===== config.mk =====
export PLATFORM = sky130hd
export DESIGN_NAME = vending_machine_controller
export DESIGN_NICKNAME = d
export VERILOG_FILES = /design/src/hdl/vmc_pkg.sv /design/src/hdl/vmc_ctrl.sv /design/src/hdl/vmc_datapath.sv /design/src/hdl/vending_machine_controller.sv
export SDC_FILE = /design/constraint.sdc
export NUM_CORES = 1
export LEC_CHECK = 0
export ABC_AREA = 0
export ABC_CLOCK_PERIOD_IN_PS = 13600
export BUFFER_PORTS_ARGS = -buffer_cell sky130_fd_sc_hd__buf_2
export CORE_UTILIZATION = 45
export CTS_CLUSTER_SIZE = 16
export DETAILED_ROUTE_END_ITERATION = 12
export SLEW_MARGIN = 20
export SYNTH_ARGS = -nofsm -noshare
export SYNTH_HDL_FRONTEND = slang
export SYNTH_SLANG_ARGS = --single-unit

===== constraint.sdc =====
create_clock -name clk -period 13.6 [get_ports clk]
set_input_delay 2.72 -clock clk [delete_from_list [all_inputs] [get_ports clk]]
set_output_delay 2.72 -clock clk [all_outputs]
set_load 0.02 [all_outputs]

===== src/hdl/vmc_pkg.sv =====
// Shared types and constants for the vending machine controller.
package vmc_pkg;

    // Request actions.
    typedef enum logic [1:0] {
        ACT_LOAD   = 2'd0,
        ACT_SELECT = 2'd1,
        ACT_END    = 2'd2,
        ACT_COIN   = 2'd3
    } action_t;

    // Operating phases.
    typedef enum logic [1:0] {
        PH_LOAD   = 2'd0,
        PH_SELECT = 2'd1,
        PH_PAY    = 2'd2
    } phase_t;

    // Result status codes.
    localparam logic [3:0] ST_OK         = 4'd0;
    localparam logic [3:0] ST_ADVANCED   = 4'd1;
    localparam logic [3:0] ST_WRONG_PH   = 4'd2;
    localparam logic [3:0] ST_NO_OP      = 4'd3;
    localparam logic [3:0] ST_BAD_SLOT   = 4'd4;
    localparam logic [3:0] ST_OCCUPIED   = 4'd5;
    localparam logic [3:0] ST_EMPTY      = 4'd6;
    localparam logic [3:0] ST_MISMATCH   = 4'd7;
    localparam logic [3:0] ST_BAD_QTY    = 4'd8;
    localparam logic [3:0] ST_BAD_COIN   = 4'd9;
    localparam logic [3:0] ST_PAID       = 4'd10;

    // Coin values accepted from the customer.
    localparam logic [3:0] COIN_ONE  = 4'd1;
    localparam logic [3:0] COIN_TWO  = 4'd2;
    localparam logic [3:0] COIN_FIVE = 4'd5;

    // Change coin codes.
    localparam logic [2:0] CHG_NONE = 3'd0;
    localparam logic [2:0] CHG_ONE  = 3'd1;
    localparam logic [2:0] CHG_TWO  = 3'd2;
    localparam logic [2:0] CHG_FIVE = 3'd5;

    localparam logic [5:0]  MAX_STOCK  = 6'd50;
    localparam logic [3:0]  MAX_PRICE  = 4'd9;
    localparam logic [4:0]  MAX_LETTER = 5'd25;
    localparam logic [12:0] DUE_MAX    = 13'd8191;

    typedef struct packed {
        logic [1:0] action;
        logic [2:0] slot;
        logic [4:0] item_code;
        logic [3:0] price;
        logic [5:0] quantity;
        logic [3:0] coin;
    } vmc_req_t;

    typedef struct packed {
        logic [3:0] status;
        logic [2:0] change_coin;
        logic       last;
    } vmc_res_t;

    // Commands from the controller to the datapath.
    typedef struct packed {
        logic load_req;
        logic commit;
    } vmc_cmd_t;

    // Status from the datapath to the controller.
    typedef struct packed {
        logic res_empty;
    } vmc_stat_t;

endpackage


===== src/hdl/vmc_ctrl.sv =====
// Controller state machine: request capture and execute sequencing.
module vmc_ctrl (
    input  logic              clk,
    input  logic              rst_n,
    input  logic              in_valid,
    output logic              in_ready,
    input  vmc_pkg::vmc_stat_t stat,
    output vmc_pkg::vmc_cmd_t  cmd
);
    import vmc_pkg::*;

    typedef enum logic [1:0] {
        S_IDLE = 2'b01,
        S_EXEC = 2'b10
    } state_t;

    state_t state_reg;
    state_t state_next;

    always_comb
    begin
        state_next   = state_reg;
        cmd.load_req = 1'b0;
        cmd.commit   = 1'b0;
        unique case (state_reg)
            S_IDLE:
            begin
                if (in_valid)
                begin
                    cmd.load_req = 1'b1;
                    state_next   = S_EXEC;
                end
            end
            S_EXEC:
            begin
                // Results of the previous request must be gone before this one lands.
                if (stat.res_empty)
                begin
                    cmd.commit = 1'b1;
                    state_next = S_IDLE;
                end
            end
            default:
            begin
                state_next = S_IDLE;
            end
        endcase
    end

    assign in_ready = (state_reg == S_IDLE);

    always_ff @(posedge clk or negedge rst_n)
    begin
        if (!rst_n)
        begin
            state_reg <= S_IDLE;
        end
        else
        begin
            state_reg <= state_next;
        end
    end

`ifndef SYNTHESIS
    a_accept_to_exec: assert property (@(posedge clk) disable iff (!rst_n)
        (in_valid && in_ready) |=> (state_reg == S_EXEC))
        else $error("accepted request did not move to execute");
    a_commit_needs_empty: assert property (@(posedge clk) disable iff (!rst_n)
        cmd.commit |-> (stat.res_empty && state_reg == S_EXEC))
        else $error("commit while results still pending");
`endif

endmodule


===== src/hdl/vmc_datapath.sv =====
// Datapath: request register, slot table, amount due and result queue.
module vmc_datapath #(
    parameter int NUM_SLOTS = 5
) (
    input  logic               clk,
    input  logic               rst_n,
    input  vmc_pkg::vmc_req_t  in_data,
    input  vmc_pkg::vmc_cmd_t  cmd,
    output vmc_pkg::vmc_stat_t stat,
    output logic               out_valid,
    input  logic               out_ready,
    output vmc_pkg::vmc_res_t  out_data
);
    import vmc_pkg::*;

    localparam int IDX_W = (NUM_SLOTS > 1) ? $clog2(NUM_SLOTS) : 1;
    localparam logic [4:0] SLOT_LIM = 5'(NUM_SLOTS);

    vmc_req_t    req_reg;

    logic [1:0]  phase_reg;
    logic [1:0]  phase_next;
    logic        did_op_reg;
    logic        did_op_next;
    logic [12:0] due_reg;
    logic [12:0] due_next;

    logic        slot_used_reg  [NUM_SLOTS];
    logic [4:0]  slot_item_reg  [NUM_SLOTS];
    logic [3:0]  slot_price_reg [NUM_SLOTS];
    logic [5:0]  slot_stock_reg [NUM_SLOTS];

    vmc_res_t    res_reg [2];
    logic [1:0]  cnt_reg;

    // Combinational results of the request held in req_reg.
    vmc_res_t    r0;
    vmc_res_t    r1;
    logic [1:0]  n_res;
    logic        slot_wr;
    logic        wr_used;
    logic [4:0]  wr_item;
    logic [3:0]  wr_price;
    logic [5:0]  wr_stock;

    logic [3:0]  slot_m1;
    logic [IDX_W-1:0] idx;
    logic        slot_ok;
    logic        cur_used;
    logic [4:0]  cur_item;
    logic [3:0]  cur_price;
    logic [5:0]  cur_stock;
    logic [9:0]  product;
    logic [13:0] due_sum;
    logic [5:0]  stock_left;
    logic        coin_ok;
    logic [13:0] diff;
    logic [13:0] neg_diff;
    logic [2:0]  back;
    logic [2:0]  chg1;
    logic [2:0]  rem;
    logic        pop;

    assign slot_m1   = 4'({1'b0, req_reg.slot}) - 4'd1;
    assign idx       = IDX_W'(slot_m1);
    assign slot_ok   = (req_reg.slot != 3'd0) && ({2'b00, req_reg.slot} <= SLOT_LIM);
    assign cur_used  = slot_used_reg[idx];
    assign cur_item  = slot_item_reg[idx];
    assign cur_price = slot_price_reg[idx];
    assign cur_stock = slot_stock_reg[idx];

    assign product    = 10'(cur_price) * 10'(req_reg.quantity);
    assign due_sum    = {1'b0, due_reg} + 14'(product);
    assign stock_left = cur_stock - req_reg.quantity;
    assign coin_ok    = (req_reg.coin == COIN_ONE) || (req_reg.coin == COIN_TWO)
                     || (req_reg.coin == COIN_FIVE);
    assign diff       = coin_ok ? ({1'b0, due_reg} - 14'(req_reg.coin)) : {1'b0, due_reg};
    assign neg_diff   = 14'd0 - diff;
    assign back       = neg_diff[2:0];

    // Greedy change: at most two coins, since the overshoot never exceeds four
    // unless it is exactly a five.
    always_comb
    begin
        if (back >= 3'd5)
        begin
            chg1 = CHG_FIVE;
        end
        else if (back >= 3'd2)
        begin
            chg1 = CHG_TWO;
        end
        else
        begin
            chg1 = CHG_ONE;
        end
    end
    assign rem = back - chg1;

    always_comb
    begin
        r0          = '{status: ST_OK, change_coin: CHG_NONE, last: 1'b1};
        r1          = '{status: ST_PAID, change_coin: CHG_NONE, last: 1'b1};
        n_res       = 2'd1;
        phase_next  = phase_reg;
        did_op_next = did_op_reg;
        due_next    = due_reg;
        slot_wr     = 1'b0;
        wr_used     = cur_used;
        wr_item     = cur_item;
        wr_price    = cur_price;
        wr_stock    = cur_stock;
        case (req_reg.action)
            ACT_LOAD:
            begin
                if (phase_reg != PH_LOAD)
                    r0.status = ST_WRONG_PH;
                else if (req_reg.item_code > MAX_LETTER)
                    r0.status = ST_MISMATCH;
                else if (!slot_ok)
                    r0.status = ST_BAD_SLOT;
                else if (cur_used)
                    r0.status = ST_OCCUPIED;
                else if (req_reg.price > MAX_PRICE || req_reg.quantity == 6'd0
                         || req_reg.quantity > MAX_STOCK)
                    r0.status = ST_BAD_QTY;
                else
                begin
                    slot_wr     = 1'b1;
                    wr_used     = 1'b1;
                    wr_item     = req_reg.item_code;
                    wr_price    = req_reg.price;
                    wr_stock    = req_reg.quantity;
                    did_op_next = 1'b1;
                end
            end
            ACT_SELECT:
            begin
                if (phase_reg != PH_SELECT)
                    r0.status = ST_WRONG_PH;
                else if (req_reg.item_code > MAX_LETTER)
                    r0.status = ST_MISMATCH;
                else if (!slot_ok)
                    r0.status = ST_BAD_SLOT;
                else if (!cur_used)
                    r0.status = ST_EMPTY;
                else if (cur_item != req_reg.item_code)
                    r0.status = ST_MISMATCH;
                else if (req_reg.quantity == 6'd0 || req_reg.quantity > cur_stock)
                    r0.status = ST_BAD_QTY;
                else
                begin
                    due_next    = due_sum[13] ? DUE_MAX : due_sum[12:0];
                    slot_wr     = 1'b1;
                    wr_stock    = stock_left;
                    did_op_next = 1'b1;
                    if (stock_left == 6'd0)
                    begin
                        wr_used  = 1'b0;
                        wr_item  = 5'd0;
                        wr_price = 4'd0;
                    end
                end
            end
            ACT_END:
            begin
                if (phase_reg == PH_PAY)
                    r0.status = ST_WRONG_PH;
                else if (!did_op_reg)
                    r0.status = ST_NO_OP;
                else
                begin
                    phase_next  = (phase_reg == PH_LOAD) ? PH_SELECT : PH_PAY;
                    did_op_next = 1'b0;
                    r0.status   = ST_ADVANCED;
                end
            end
            default:
            begin
                if (phase_reg != PH_PAY)
                    r0.status = ST_WRONG_PH;
                else if (!coin_ok && due_reg != 13'd0)
                    r0.status = ST_BAD_COIN;
                else if (!diff[13] && diff != 14'd0)
                begin
                    // Still owing after a good coin.
                    due_next    = diff[12:0];
                    did_op_next = 1'b1;
                end
                else
                begin
                    due_next    = 13'd0;
                    did_op_next = 1'b0;
                    phase_next  = PH_SELECT;
                    if (!coin_ok)
                    begin
                        // A bad coin with nothing due still closes the sale.
                        r0    = '{status: ST_BAD_COIN, change_coin: CHG_NONE, last: 1'b0};
                        n_res = 2'd2;
                    end
                    else if (back == 3'd0)
                    begin
                        r0.status = ST_PAID;
                    end
                    else
                    begin
                        r0 = '{status: ST_PAID, change_coin: chg1, last: (rem == 3'd0)};
                        if (rem != 3'd0)
                        begin
                            r1.change_coin = (rem >= 3'd2) ? CHG_TWO : CHG_ONE;
                            n_res          = 2'd2;
                        end
                    end
                end
            end
        endcase
    end

    assign pop            = out_valid && out_ready;
    assign out_valid      = (cnt_reg != 2'd0);
    assign out_data       = res_reg[0];
    assign stat.res_empty = (cnt_reg == 2'd0);

    always_ff @(posedge clk)
    begin
        if (cmd.load_req)
        begin
            req_reg <= in_data;
        end
        if (cmd.commit)
        begin
            res_reg[0] <= r0;
            res_reg[1] <= r1;
        end
        else if (pop)
        begin
            res_reg[0] <= res_reg[1];
        end
    end

    always_ff @(posedge clk)
    begin
        if (cmd.commit && slot_wr)
        begin
            slot_item_reg[idx]  <= wr_item;
            slot_price_reg[idx] <= wr_price;
            slot_stock_reg[idx] <= wr_stock;
        end
    end

    always_ff @(posedge clk or negedge rst_n)
    begin
        if (!rst_n)
        begin
            phase_reg  <= PH_LOAD;
            did_op_reg <= 1'b0;
            due_reg    <= 13'd0;
            cnt_reg    <= 2'd0;
            for (int i = 0; i < NUM_SLOTS; i++)
            begin
                slot_used_reg[i] <= 1'b0;
            end
        end
        else
        begin
            if (cmd.commit)
            begin
                phase_reg  <= phase_next;
                did_op_reg <= did_op_next;
                due_reg    <= due_next;
                cnt_reg    <= n_res;
                if (slot_wr)
                begin
                    slot_used_reg[idx] <= wr_used;
                end
            end
            else if (pop)
            begin
                cnt_reg <= cnt_reg - 2'd1;
            end
        end
    end

`ifndef SYNTHESIS
    a_cnt_range: assert property (@(posedge clk) disable iff (!rst_n)
        cnt_reg <= 2'd2)
        else $error("result queue overfilled");
    a_load_no_due: assert property (@(posedge clk) disable iff (!rst_n)
        (phase_reg == PH_LOAD) |-> (due_reg == 13'd0))
        else $error("amount due while still loading");
    a_phase_legal: assert property (@(posedge clk) disable iff (!rst_n)
        phase_reg != 2'd3)
        else $error("illegal phase value");
`endif

endmodule


===== src/hdl/vending_machine_controller.sv =====
// Vending machine controller: top level joining controller and datapath.
//
// Requests enter on in_valid/in_ready with an in_data struct (action, slot,
// item_code, price, quantity, coin). Results leave on out_valid/out_ready with
// an out_data struct (status, change_coin, last); each request gives one or
// two results, the final one marked by last.
// A request is captured when accepted and executed once the result queue is
// empty; the two-state controller takes no new request until it has executed.
// The first result is offered the cycle after execution.
// Results sit in a two-entry queue. A new request is accepted while results
// wait there, but its execution holds until the queue has drained, so a
// stalled receiver stops the block after one buffered request.
// Reset clears the phase to loading, the amount due and operation flag to
// zero, marks every slot empty and empties the result queue; the block is
// ready for a request in the first cycle after reset.
module vending_machine_controller #(
    parameter int NUM_SLOTS = 5
) (
    input  logic              clk,
    input  logic              rst_n,
    input  logic              in_valid,
    output logic              in_ready,
    input  vmc_pkg::vmc_req_t in_data,
    output logic              out_valid,
    input  logic              out_ready,
    output vmc_pkg::vmc_res_t out_data
);
    import vmc_pkg::*;

    vmc_cmd_t  cmd;
    vmc_stat_t stat;

    vmc_ctrl u_ctrl (
        .clk      (clk),
        .rst_n    (rst_n),
        .in_valid (in_valid),
        .in_ready (in_ready),
        .stat     (stat),
        .cmd      (cmd)
    );

    vmc_datapath #(
        .NUM_SLOTS (NUM_SLOTS)
    ) u_datapath (
        .clk       (clk),
        .rst_n     (rst_n),
        .in_data   (in_data),
        .cmd       (cmd),
        .stat      (stat),
        .out_valid (out_valid),
        .out_ready (out_ready),
        .out_data  (out_data)
    );

endmodule

==> load_flow_metrics.sql, run 1 <==
INSERT INTO impl_metrics (metric_group, metric, value, unit) VALUES
('clock_tree', 'clock-sinks', '134', ''),
('synthesis', 'synth-seq-cells', '134', ''),
('clock_tree', 'ctsRootBufferMaster', 'sky130_fd_sc_hd__clkbuf_16', ''),
('synthesis', 'synthesis.area', '8304', 'um^2'),
('setup_path', 'timing.critical_path.to_type', 'register', ''),
('synthesis', 'postSynth.asyncResetShare', '0.1866', ''),
('power_and_ir_drop', 'power_switching', '0.0006098', 'W'),
('synthesis', 'synth_fp_nets', '822', ''),
('clock_tree', 'post_cts.repair.setup_buffers', '0', ''),
('layout', 'largest_register_ff_count', '30', ''),
('layout', 'area_delta_synth_final', '11.84', '%'),
('clock_tree', 'cts.reportedPaths.clkPinSlew', '0.06', 'ns'),
('layout', 'mostFrequentLayoutCell', 'sky130_fd_sc_hd__edfxtp_1', ''),
('synthesis', 'synth-main-ff-cell', 'sky130_fd_sc_hd__edfxtp_1', ''),
('sta', 'finalSetupViolCount', '0', ''),
('clock_tree', 'cts_tree', 'yes', ''),
('power_and_ir_drop', 'power.switching_fraction', '0.3763', ''),
('sta', 'min_period', '6.772', 'ns'),
('drt', 'drc_violation_count_after_routing', '0', ''),
('floorplanning', 'fp.dieW', '137.8', 'um'),
('place', 'pre_cts_ws', '6.538', 'ns'),
('setup_path', 'path_class', 'register to register', ''),
('synthesis', 'synth_edf_count', '109', ''),
('setup_path', 'worstSetupEndpoint', 'u_datapath.due_reg[10]$_DFFE_PN0P_', ''),
('power_and_ir_drop', 'peakVddDrop', '0.0001941', 'V'),
('global_routing', 'grt_pass1_wl', '30640', 'um'),
('drt', 'antenna_violating_nets_post_route', '0', ''),
('synthesis', 'synth_largest_area_cell', 'sky130_fd_sc_hd__edfxtp_1', ''),
('sta', 'rsz0062_at_grt', 'no', ''),
('place', 'port-buffer-count', '37', ''),
('clock_tree', 'cts-buffers-inserted', '17', ''),
('power_and_ir_drop', 'power.density_cell_area', '174.5', 'nW/um^2'),
('setup_path', 'cp_slowest_cell', 'sky130_fd_sc_hd__mux2i_1', ''),
('drt', 'via_count', '5929', ''),
('place', 'post-place-cells', '985', ''),
('layout', 'final_net_count', '859', ''),
('layout', 'finalCoreUtilization', '0.5153', ''),
('sta', 'min_period_over_period', '0.4980', ''),
('place', 'dp_hpwl', '14010', 'um'),
('drt', 'totalWireLength', '19130', 'um'),
('status', 'status', 'completed', ''),
('floorplanning', 'core.rowCount', '49', ''),
('sta', 'worstMarginPinSlew', '1.059', 'ns'),
('drt', 'avgRoutedWirePerCell', '18.81', 'um'),
('sta', 'hold_viol', '0', ''),
('synthesis', 'synth.top_cell.area_share', '0.3942', ''),
('layout', 'most-common-layout-cells', 'sky130_fd_sc_hd__edfxtp_1 (109), sky130_fd_sc_hd__inv_1 (76), sky130_fd_sc_hd__nor2_1 (67)', ''),
('floorplanning', 'die-height', '137.8', 'um'),
('setup_path', 'r2r_setup_slack', '6.83', 'ns'),
('layout', 'layout.cells.non_filler', '1017', ''),
('drt', 'routed_via_density', '5.830', ''),
('layout', 'multi_input_combinational_cell_area', '3998', 'um^2'),
('global_routing', 'antenna_found_initial', '0', ''),
('clock_tree', 'htree_levels', '4', ''),
('synthesis', 'synthesis.yosys.warnings', '0', ''),
('floorplanning', 'io-pin-count', '38', ''),
('power_and_ir_drop', 'leakage', '3.808', 'nW'),
('setup_path', 'timing.reg2reg.worst_path_depth', '20', ''),
('global_routing', 'first_global_vias', '5902', ''),
('power_and_ir_drop', 'p_int', '0.001011', 'W'),
('floorplanning', 'start_util', '0.4607', ''),
('synthesis', 'ys_seq_area_frac', '0.4696', ''),
('clock_tree', 'cts_hold_repair.buffers', '0', ''),
('power_and_ir_drop', 'comb_power_share', '0.404', ''),
('clock_tree', 'post_cts_resize_count', '0', ''),
('place', 'routabilityCongestion', '0.8474', ''),
('setup_path', 'worst_setup_path_startpoint', 'u_datapath.req_reg[19]$_DFFE_PP_', ''),
('flow_run', 'max_cap_check_violation_count', '0', ''),
('floorplanning', 'fp.dieArea', '19000', 'um^2'),
('layout', 'seq_area', '3900', 'um^2'),
('layout', 'filler_cell_count', '1625', '');
-- kinds of logic (layout without fill, tap and decap cells) --
logic type	count (synthesis)	after routing	synth area share
AOI/OAI and AO/OA	152	152	0.1407
muxes	38	38	0.06629
adders and majority gates	56	56	0.09974
DFF	134	134	0.4696
xor gates and xnor gates	23	23	0.02516
buffers and inverters	106	156	0.05394
and+or+nand+nor	229	229	0.1445
-- worst max-delay path, delay by kind of cell (launching register included) --
kind	cells	cell delay, ns
xor+xnor	1	0.17
fa+ha+maj	5	2.16
flops	1	0.32
mux	1	0.62
simple gates	2	0.28
buf+inv	5	1.14
compound gates	6	1.95
-- per-layer routing --
layer,GRT usage,vias up,part of all wire
met3,0.04599,27,0.049
li1,-,2803,-
met1,0.2835,2931,0.46
met5,0,-,0
met4,0.07548,0,0.017
met2,0.3506,168,0.48
-- power groups by stage --
stage / combinational [W] / sequential, W / clock, W
finish: 0.000654 / 0.000534 / 0.000432
detailed placement: 0.000657 / 0.000542 / 0
global placement: 0.000639 / 0.000541 / 0
CTS: 0.000660 / 0.000534 / 0.000439
floorplan: 0.000501 / 0.000536 / 0
global route: 0.000738 / 0.000537 / 0.000458
-- final cells by class --
type                    count  area share
clock buffers              18     0.04621
clock inverters            14     0.01347
repair buffers             47     0.02802
flip-flops and latches    134      0.4199
well taps                 229     0.03085
inverters                  77     0.03112
multi-input cells         498      0.4304
-- cell usage after synthesis, types with 4 or more instances --
cell type,instances
sky130_fd_sc_hd__nand3_1,14
sky130_fd_sc_hd__or3_1,7
sky130_fd_sc_hd__nor2b_1,10
sky130_fd_sc_hd__nor4_1,5
sky130_fd_sc_hd__mux2i_1,16
sky130_fd_sc_hd__clkbuf_1,14
sky130_fd_sc_hd__edfxtp_1,109
sky130_fd_sc_hd__a211oi_1,8
sky130_fd_sc_hd__a211o_1,6
sky130_fd_sc_hd__o22ai_1,5
sky130_fd_sc_hd__o31ai_1,9
sky130_fd_sc_hd__a31oi_1,5
sky130_fd_sc_hd__xor2_1,9
sky130_fd_sc_hd__nand2b_1,8
sky130_fd_sc_hd__mux2_1,4
sky130_fd_sc_hd__o21ai_0,17
sky130_fd_sc_hd__nand2_1,48
sky130_fd_sc_hd__fa_1,17
sky130_fd_sc_hd__nor4_2,5
sky130_fd_sc_hd__or4_1,4
sky130_fd_sc_hd__nor3_1,24
sky130_fd_sc_hd__ha_1,39
sky130_fd_sc_hd__nor2_1,67
sky130_fd_sc_hd__dfrtp_1,24
sky130_fd_sc_hd__a22o_1,13
sky130_fd_sc_hd__inv_1,77
sky130_fd_sc_hd__buf_2,7
sky130_fd_sc_hd__buf_4,4
sky130_fd_sc_hd__xnor2_1,13
sky130_fd_sc_hd__a2111oi_0,4
sky130_fd_sc_hd__mux4_2,11
sky130_fd_sc_hd__a21o_1,10
sky130_fd_sc_hd__mux2_2,4
sky130_fd_sc_hd__and3_1,9
sky130_fd_sc_hd__a21oi_1,26
sky130_fd_sc_hd__o21a_1,8
sky130_fd_sc_hd__o21bai_1,4
-- through the flow --
step / hold WS (ns) / total power [W] / instance area (um^2)
CTS: 0.4933 / 0.001632 / 9288
global route: 0.5200 / 0.001733 / 9288
finish: 0.4908 / 0.001620 / 9288
global placement: 0.4701 / 0.001180 / 8733
detailed placement: 0.4798 / 0.001199 / 8733
floorplan: 0.4574 / 0.001037 / 8304
-- worst min path at each step --
stage	to	start	slack, ns	cells after the start
after floorplan	u_datapath.slot_used_reg[1]$_DFFE_PN0P_	u_datapath.slot_used_reg[1]$_DFFE_PN0P_	0.46	1
after global placement	u_datapath.slot_used_reg[2]$_DFFE_PN0P_	u_datapath.slot_used_reg[2]$_DFFE_PN0P_	0.47	1
after detailed placement	u_datapath.slot_used_reg[0]$_DFFE_PN0P_	u_datapath.slot_used_reg[0]$_DFFE_PN0P_	0.48	1
after CTS	u_datapath.slot_used_reg[0]$_DFFE_PN0P_	u_datapath.slot_used_reg[0]$_DFFE_PN0P_	0.49	1
after global routing	u_datapath.slot_used_reg[0]$_DFFE_PN0P_	u_datapath.slot_used_reg[0]$_DFFE_PN0P_	0.52	1
final	u_datapath.slot_used_reg[0]$_DFFE_PN0P_	u_datapath.slot_used_reg[0]$_DFFE_PN0P_	0.49	1
Note: power is estimated with default switching activity, not from simulation.
==> inputs of run 2 (changes only) <==
ABC_CLOCK_PERIOD_IN_PS = 5600   (was 13600)
clock period = 5.6 ns   (was 13.6 ns; I/O delays follow)
==> run 2 against run 1 <==
Wire length up 1.4%. Global-route usage up 0.13 points. Non-clock buffer count up 8. Critical path type unchanged. Highest routed layer unchanged. Fmax up 26%. Via count up 0.83%.
==> load_flow_metrics.sql, run 2 (synthesis results as in run 1) <==
INSERT INTO impl_metrics (metric_group, metric, value, unit) VALUES
('clock_tree', 'clkLatencyLatePin', '0.43', 'ns'),
('layout', 'final_net_count', '867', ''),
('flow_run', 'max_cap_check_violation_count', '0', ''),
('global_routing', 'gr-total-overflow', '0', ''),
('place', 'dpl_cell_area', '8869', 'um^2'),
('floorplanning', 'core_area', '18020', 'um^2'),
('place', 'dp_hpwl', '14220', 'um'),
('global_routing', 'grt_start_max_net_pins', '26', ''),
('layout', 'mostFrequentLayoutCell', 'sky130_fd_sc_hd__edfxtp_1', ''),
('drt', 'antenna_violating_nets_post_route', '0', ''),
('floorplanning', 'die-height', '137.8', 'um'),
('global_routing', 'first_global_vias', '5915', ''),
('hold_path', 'hp-start', 'u_datapath.slot_used_reg[0]$_DFFE_PN0P_', ''),
('clock_tree', 'cts-buffers-inserted', '17', ''),
('layout', 'most-common-layout-cells', 'sky130_fd_sc_hd__edfxtp_1 (109), sky130_fd_sc_hd__inv_1 (75), sky130_fd_sc_hd__nor2_1 (64)', ''),
('power_and_ir_drop', 'power.density_cell_area', '440.6', 'nW/um^2'),
('clock_tree', 'clock_tree.buffer_depth', '2', ''),
('status', 'status', 'completed', ''),
('floorplanning', 'io-pin-count', '38', ''),
('floorplanning', 'core.rowCount', '49', ''),
('sta', 'timing.clock.skew', '0.01608', 'ns'),
('setup_path', 'critical_path.reg2reg.startpoint', 'u_datapath.req_reg[19]$_DFFE_PP_', ''),
('global_routing', 'grt_util_all_layers', '0.2169', ''),
('layout', 'final_design_area_no_fill', '9542', 'um^2'),
('setup_path', 'crit_arrival', '5.70', 'ns'),
('clock_tree', 'cts_tree', 'yes', ''),
('setup_path', 'critical_path_peak_fanout', '11', ''),
('layout', 'filler_cell_count', '1555', ''),
('setup_path', 'worst-endpoint-required', '5.92', 'ns'),
('sta', 'finalSetupViolCount', '0', ''),
('setup_path', 'timing.reg2reg.worst_path_depth', '18', ''),
('global_routing', 'antenna_found_initial', '0', ''),
('setup_path', 'timing.critical_path.to_type', 'register', ''),
('clock_tree', 'htree_levels', '4', ''),
('floorplanning', 'start_util', '0.4607', ''),
('power_and_ir_drop', 'leakage', '3.877', 'nW'),
('layout', 'area_delta_synth_final', '14.90', '%'),
('setup_path', 'path_class', 'register to register', ''),
('hold_path', 'worst_hold_path_type', 'register to register', ''),
('clock_tree', 'cts.reportedPaths.clkPinSlew', '0.06', 'ns'),
('power_and_ir_drop', 'peakVddDrop', '0.0003215', 'V'),
('drt', 'drt_first_pass_iters', '5', ''),
('floorplanning', 'fp.dieW', '137.8', 'um'),
('layout', 'largest_register_ff_count', '30', ''),
('place', 'routabilityCongestion', '0.8635', ''),
('floorplanning', 'fp.dieArea', '19000', 'um^2'),
('layout', 'finalCoreUtilization', '0.5294', ''),
('drt', 'routed_via_density', '5.838', ''),
('power_and_ir_drop', 'p_total', '0.004204', 'W'),
('sta', 'min_period_over_period', '0.9622', ''),
('layout', 'antennaDiodeCount', '0', ''),
('sta', 'hold_viol', '0', ''),
('clock_tree', 'clock-sinks', '134', ''),
('layout', 'post_route_cells_drive_above_1_share', '0.1874', ''),
('hold_path', 'timing.hold.worst_path_depth', '1', ''),
('setup_path', 'critical_path.startpoint_type', 'register', ''),
('sta', 'slew_headroom', '0.3144', ''),
('setup_path', 'rr_endpoint', 'u_datapath.due_reg[10]$_DFFE_PN0P_', ''),
('sta', 'worstMarginPinSlew', '1.022', 'ns'),
('hold_path', 'worstHoldEndpoint', 'u_datapath.slot_used_reg[0]$_DFFE_PN0P_', ''),
('drt', 'avgRoutedWirePerCell', '18.94', 'um'),
('setup_path', 'r2r_setup_slack', '0.21', 'ns'),
('sta', 'fmaxAchievable', '185.6', 'MHz'),
('drt', 'drc_violation_count_after_routing', '0', ''),
('place', 'port-buffer-count', '37', ''),
('drt', 'via_count', '5978', ''),
('global_routing', 'grt_pass1_wl', '30930', 'um'),
('drt', 'totalWireLength', '19400', 'um'),
('sta', 'min_period', '5.389', 'ns'),
('clock_tree', 'cts_hold_repair.buffers', '0', ''),
('clock_tree', 'ctsRootBufferMaster', 'sky130_fd_sc_hd__clkbuf_16', ''),
('drt', 'drt-initial-drc-count', '395', ''),
('sta', 'drv_slew', '0', '');
[run 2: worst max-delay path, cell delays in order, from the launching register on]
cell	delay, ns
sky130_fd_sc_hd__edfxtp_1	0.45
sky130_fd_sc_hd__inv_4	0.12
sky130_fd_sc_hd__ha_2	0.31
sky130_fd_sc_hd__mux4_2	0.34
sky130_fd_sc_hd__mux2i_4	0.27
sky130_fd_sc_hd__nor2_2	0.08
sky130_fd_sc_hd__fa_1	0.50
sky130_fd_sc_hd__fa_1	0.55
sky130_fd_sc_hd__inv_1	0.05
sky130_fd_sc_hd__fa_1	0.52
sky130_fd_sc_hd__inv_1	0.06
sky130_fd_sc_hd__ha_4	0.26
sky130_fd_sc_hd__and3_1	0.17
sky130_fd_sc_hd__a2111oi_2	0.37
sky130_fd_sc_hd__nor3_2	0.11
sky130_fd_sc_hd__a311oi_2	0.41
sky130_fd_sc_hd__o21ai_4	0.16
sky130_fd_sc_hd__o221a_2	0.28
sky130_fd_sc_hd__a211o_1	0.26
[run 2: final cells by class]
class | instances | area [um^2] | area share
Sequential cell | 134 | 3900 | 0.4087
Tap cell | 229 | 286.5 | 0.03003
Timing Repair Buffer | 55 | 320.3 | 0.03357
Clock inverter | 14 | 198.9 | 0.02085
Clock buffer | 17 | 425.4 | 0.04458
Multi-Input combinational cell | 498 | 4119 | 0.4317
Inverter | 77 | 291.5 | 0.03055
[run 2: where the power goes]
group	leakage, nW	switching, W	internal, W
registers	1.33	0.0000622	0.00124
clock network	0.304	0.000435	0.000747
logic	2.24	0.00104	0.000678
total	3.88	0.00154	0.00266
[run 2: stage by stage]
step           setup TNS, ns  hold WS [ns]  setup slack [ns]  instances
5_1_grt              -0.1718        0.5129          -0.06892       1024
3_5_place_dp         -0.1041        0.4792          -0.08482        989
6_report                   0        0.4939            0.2115       1024
3_3_place_gp               0        0.4673            0.1162        989
2_1_floorplan              0        0.4574          0.006872        738
4_1_cts                    0        0.4929            0.1066       1020
[run 2: worst max path at each step]
stage,startpoint,to,slack (ns),depth (start not counted)
floorplan,u_datapath.req_reg[19]$_DFFE_PP_,u_datapath.due_reg[10]$_DFFE_PN0P_,0.007,23
global placement,u_datapath.req_reg[19]$_DFFE_PP_,u_datapath.due_reg[10]$_DFFE_PN0P_,0.12,19
CTS,u_datapath.req_reg[19]$_DFFE_PP_,u_datapath.due_reg[8]$_DFFE_PN0P_,0.11,19
finish,u_datapath.req_reg[19]$_DFFE_PP_,u_datapath.due_reg[10]$_DFFE_PN0P_,0.21,18
detailed placement,u_datapath.req_reg[19]$_DFFE_PP_,u_datapath.due_reg[8]$_DFFE_PN0P_,-0.08,19
global route,u_datapath.req_reg[19]$_DFFE_PP_,u_datapath.due_reg[10]$_DFFE_PN0P_,-0.07,18
[run 2: per-layer routing]
layer / up-vias / GRT usage / part of all wire
met3: 20 / 0.04709 / 0.053
met5: - / 0 / 0
li1: 2818 / - / -
met4: 0 / 0.06703 / 0.011
met1: 2966 / 0.2968 / 0.47
met2: 174 / 0.3425 / 0.47
[run 2: timing repair]
action,4_1_cts,5_1_grt
endpoints found under the setup margin,2,6
gates resized for setup,1,4
endpoints found under the hold margin,0,0
setup buffers,0,4
pin swaps,0,3
